File: src/hw/rtl/srt_pkg.sv
// types, codes and helpers of the sorted record table
package srt_pkg;

	localparam int ID_W    = 64;
	localparam int SCORE_W = 8;
	localparam int PACK_W  = 4 * SCORE_W;
	localparam int SUM_W   = 10;

	localparam logic [1:0] OP_ADD  = 2'd0;
	localparam logic [1:0] OP_MOD  = 2'd1;
	localparam logic [1:0] OP_READ = 2'd2;
	localparam logic [1:0] OP_NONE = 2'd3;

	localparam logic [1:0] ST_OK       = 2'd0;
	localparam logic [1:0] ST_FULL     = 2'd1;
	localparam logic [1:0] ST_NOTFOUND = 2'd2;
	localparam logic [1:0] ST_EMPTY    = 2'd3;

	typedef struct packed {
		logic [1:0]          op;
		logic [ID_W-1:0]     id;
		logic [PACK_W-1:0]   scores;
		logic [1:0]          slot;
		logic [SCORE_W-1:0]  nscore;
	} cmd_t;

	typedef struct packed {
		logic [1:0]          status;
		logic [ID_W-1:0]     id;
		logic [PACK_W-1:0]   scores;
		logic [SUM_W-1:0]    total;
		logic                last;
	} res_t;

	function automatic logic [SUM_W-1:0] packed_sum(input logic [PACK_W-1:0] p);
		return SUM_W'(p[7:0]) + SUM_W'(p[15:8]) + SUM_W'(p[23:16]) + SUM_W'(p[31:24]);
	endfunction

endpackage

File: src/hw/rtl/srt_front.sv
// command intake: drops unused ops and queues transactions for the engine
module srt_front import srt_pkg::*; (
	input  logic clk,
	input  logic arst_n,
	input  logic start,
	input  cmd_t cmd_in,
	output logic busy,
	output logic q_valid,
	output cmd_t q_cmd,
	input  logic pop
);

	cmd_t       buf_q [2];
	logic       wp_q;
	logic       rp_q;
	logic [1:0] cnt_q;
	logic       push;

	assign busy    = (cnt_q == 2'd2);
	assign push    = start && !busy && (cmd_in.op != OP_NONE);
	assign q_valid = (cnt_q != 2'd0);
	assign q_cmd   = buf_q[rp_q];

	always_ff @(posedge clk) begin
		if (push) begin
			buf_q[wp_q] <= cmd_in;
		end
	end

	always_ff @(posedge clk or negedge arst_n) begin
		if (!arst_n) begin
			wp_q  <= 1'b0;
			rp_q  <= 1'b0;
			cnt_q <= 2'd0;
		end else begin
			if (push) begin
				wp_q <= !wp_q;
			end
			if (pop) begin
				rp_q <= !rp_q;
			end
			cnt_q <= cnt_q + 2'(push) - 2'(pop);
		end
	end

endmodule

File: config.mk
export PLATFORM = sky130hd
export DESIGN_NAME = srt_front
export DESIGN_NICKNAME = d
export VERILOG_FILES = /design/src/hw/rtl/srt_pkg.sv /design/src/hw/rtl/srt_front.sv
export SDC_FILE = /design/constraint.sdc
export NUM_CORES = 1
export LEC_CHECK = 0
export BUFFER_PORTS_ARGS = -buffer_cell sky130_fd_sc_hd__buf_2
export CAP_MARGIN = 15
export CORE_MARGIN = 4
export CORE_UTILIZATION = 55
export CTS_CLUSTER_DIAMETER = 30
export CTS_CLUSTER_SIZE = 24
export DETAILED_ROUTE_END_ITERATION = 6
export GPL_TIMING_DRIVEN = 0
export PLACE_DENSITY = 0.83
export SYNTH_ARGS = -nofsm -noshare
export SYNTH_HDL_FRONTEND = slang
export SYNTH_SLANG_ARGS = --single-unit
File: constraint.sdc
create_clock -name clk -period 16.4 [get_ports clk]
set_clock_uncertainty 0.1 [all_clocks]
set_input_delay 0.82 -clock clk [delete_from_list [all_inputs] [get_ports clk]]
set_output_delay 0.82 -clock clk [all_outputs]
set_load 0.02 [all_outputs]
==> flow_metrics.tcl <==
set metrics [dict create \
    outcome "completed" \
    nets 733 \
    cts_buffers 36 \
    clk_latency_ns 0.48 \
    worstSetupPathType "reg -> out" \
    die_w_um 128.7 \
    cp_max_fo 10 \
    io_pins 222 \
    antenna_cells 0 \
    syn_inst 354 \
    fin_area_mm2 0.01065 \
    clock_sinks 220 \
    netlist_area_mm2 0.008018 \
    port_buffers 221 \
    whs_ns 0.03491 \
    cts_setup_buffers 0 \
    placed_cell_area_mm2 0.009484 \
    fin_crit_sh_pct 16.84 \
    swShare_pct 29.79 \
    fin_cells 825 \
    htree_levels 2 \
    synth_seq_cells 220 \
    postCtsHoldBufs 0 \
    cts-root-buf "clkbuf_16" \
    track_usage_pct 19.02 \
    cp.arrival_ns 1.84 \
    syn_avg_cell_area_um2 22.65 \
    gp_congestion 0.7536 \
    antenna_found_initial 0 \
    ant_nets 0 \
    start_util_pct 56.88 \
    rsz0062_at_grt "false" \
    crit_required_ns 15.48 \
    yosysWarnings 0 \
    critPathTopFamily "buffers and inverters" \
    slowest_stage "dfrtp_1" \
    yosysSeqAreaShare_pct 82.15 \
    via_count 4243 \
    pwr-share-seq_pct 36.9 \
    p_leak_nw 4.090 \
    p_int_mw 1.448 \
    grt_pass1_wl_mm 24.13 \
    wl_per_cell_um 19.31 \
    hold_violations 0 \
    drt_iter0_markers 217 \
    fin_tns_setup_ns 0 \
    dp_hpwl_mm 10.59 \
    power_per_cell_area_mw_per_mm2 193.7 \
    path_buf_inv 4 \
    synth_nets 468 \
    start_kind "register" \
    p_comb_share_pct 28.9 \
    cts_resized 0 \
    drive_above_1_share_pct 62.48 \
    area_delta_synth_final_pct 32.80 \
    clockBufferDepth 3 \
    drv_slew 0 \
    synthDistinctLibCells 15 \
    cp_common_cell "buf_6" \
    path_cells "buf_6 -> buf_6 -> buf_6 -> mux2_4 -> buf_2" \
    via_per_inst 5.143 \
    die_y_um 128.7 \
    first_pass_iters 4 \
    slew_headroom_pct 47.65 \
    grt_overflow 0 \
    drc 0 \
    core_region_area_mm2 0.01410 \
    p_sw_mw 0.6144 \
    rows 43 \
    dieArea_mm2 0.01657 \
    fin_crit_ns 2.762 \
    drt_wl_total_mm 15.93 \
    ir_drop_mv 0.1203 \
    critical-path-max-stage-delay_ns 0.34 \
    cap_violations 0 \
    p_clk_share_pct 34.1 \
    cp-end-kind "output port" \
    cts_tree "built" \
    dpl.cell_count 761 \
    setup_viol 0 \
    grt_pass1_vias 4708 \
    hold_path_class "in -> async" \
    worst_pin_slew_ns 0.7834 \
    grt_max_degree 34 \
    cts.clk_slew.worst_paths_ns 0.05 \
    max_freq_mhz 362.1 \
]
## metal layers
layer / GRT usage, % / wire (µm)
met2: 33.90 / 8487
met1: 20.70 / 5519
met3: 7.430 / 1524
met5: 0 / 0
met4: 6.547 / 401
## cells in the final DEF, fill, tap and decap left out, drive strengths merged
cell,count
nor2b,1
clkinv,12
clkinvlp,2
xor2,1
mux2,108
clkbuf,46
inv,3
or2,1
nand3b,1
xnor2,3
bufinv,3
nor2,2
ha,2
dfrtp,4
buf,239
edfxtp,216
nand2,1
## worst register-to-register path, cell delays in order (launching register included)
cell	delay, ns
dfrtp_1	0.41
nor2b_1	0.18
nand3b_1	0.35
nor2_4	0.70
buf_12	0.28
buf_12	0.23
## registers in the layout, indices dropped and copies added (netlist names)
signal  cells
cnt_q       2
rp_q        1
buf_q     216
wp_q        1
## path summary, 6_finish.rpt
path,endpoint,slack [ns],cells after the start,from
max reg2reg,buf_q[0][71],13.83,5,cnt_q[1]
max in group asynchronous,rp_q,16.04,1,arst_n
min in group clk,buf_q[1][23],0.42,1,cmd_in[23]
min,cnt_q[0],0.03,1,arst_n
max,q_cmd[96],13.64,5,rp_q
min reg2reg,cnt_q[0],0.44,1,cnt_q[0]
## synth_stat cells
cell / number / area (µm²)
buf_2: 9 / 45.04
buf_6: 3 / 33.78
dfrtp_1: 4 / 100.1
edfxtp_1: 216 / 6486
ha_1: 2 / 25.02
inv_1: 2 / 7.510
mux2_2: 98 / 1104
mux2_4: 10 / 150.1
nand2_1: 1 / 3.750
nand3b_1: 1 / 7.510
nor2_1: 2 / 7.510
nor2b_1: 1 / 6.260
or2_2: 1 / 6.260
xnor2_1: 3 / 26.28
xor2_1: 1 / 8.760
## power groups by stage
stage,clock [mW],sequential (mW),combinational (mW)
floorplan,0,0.780,0.403
CTS,0.717,0.763,0.606
detailed placement,0,0.770,0.599
global route,0.751,0.769,0.634
global placement,0,0.792,0.567
finish,0.704,0.761,0.597
## cells by family (layout without fill, tap and decap cells)
group | count (synthesis) | count (layout) | synth area share, %
buffers and inverters | 14 | 305 | 1.077
and+or+nand+nor | 6 | 6 | 0.3903
xor gates and xnor gates | 4 | 4 | 0.4370
muxes | 108 | 108 | 15.64
DFF | 220 | 220 | 82.15
adders and majority gates | 2 | 2 | 0.3121
## per-stage QoR
step	power (mW)	setup slack (ns)	utilization [%]
after floorplan	1.183	10.18	-
after global placement	1.359	8.005	66.32
after detailed placement	1.369	13.44	67.28
after CTS	2.086	13.60	75.54
after global routing	2.154	13.55	75.54
final	2.063	13.64	75.54
## area by class of cell
type                       count  area [µm²]
multi-input combinational    120        1360
clock buffer                  46       979.7
sequential                   220        6586
inverter                       2       7.507
fill                         843        3448
clock inverter                18       183.9
tap                          180       225.2
buffer                        12       78.83
timing repair buffer         227        1226
No activity file was read; power rests on OpenSTA's default activity.
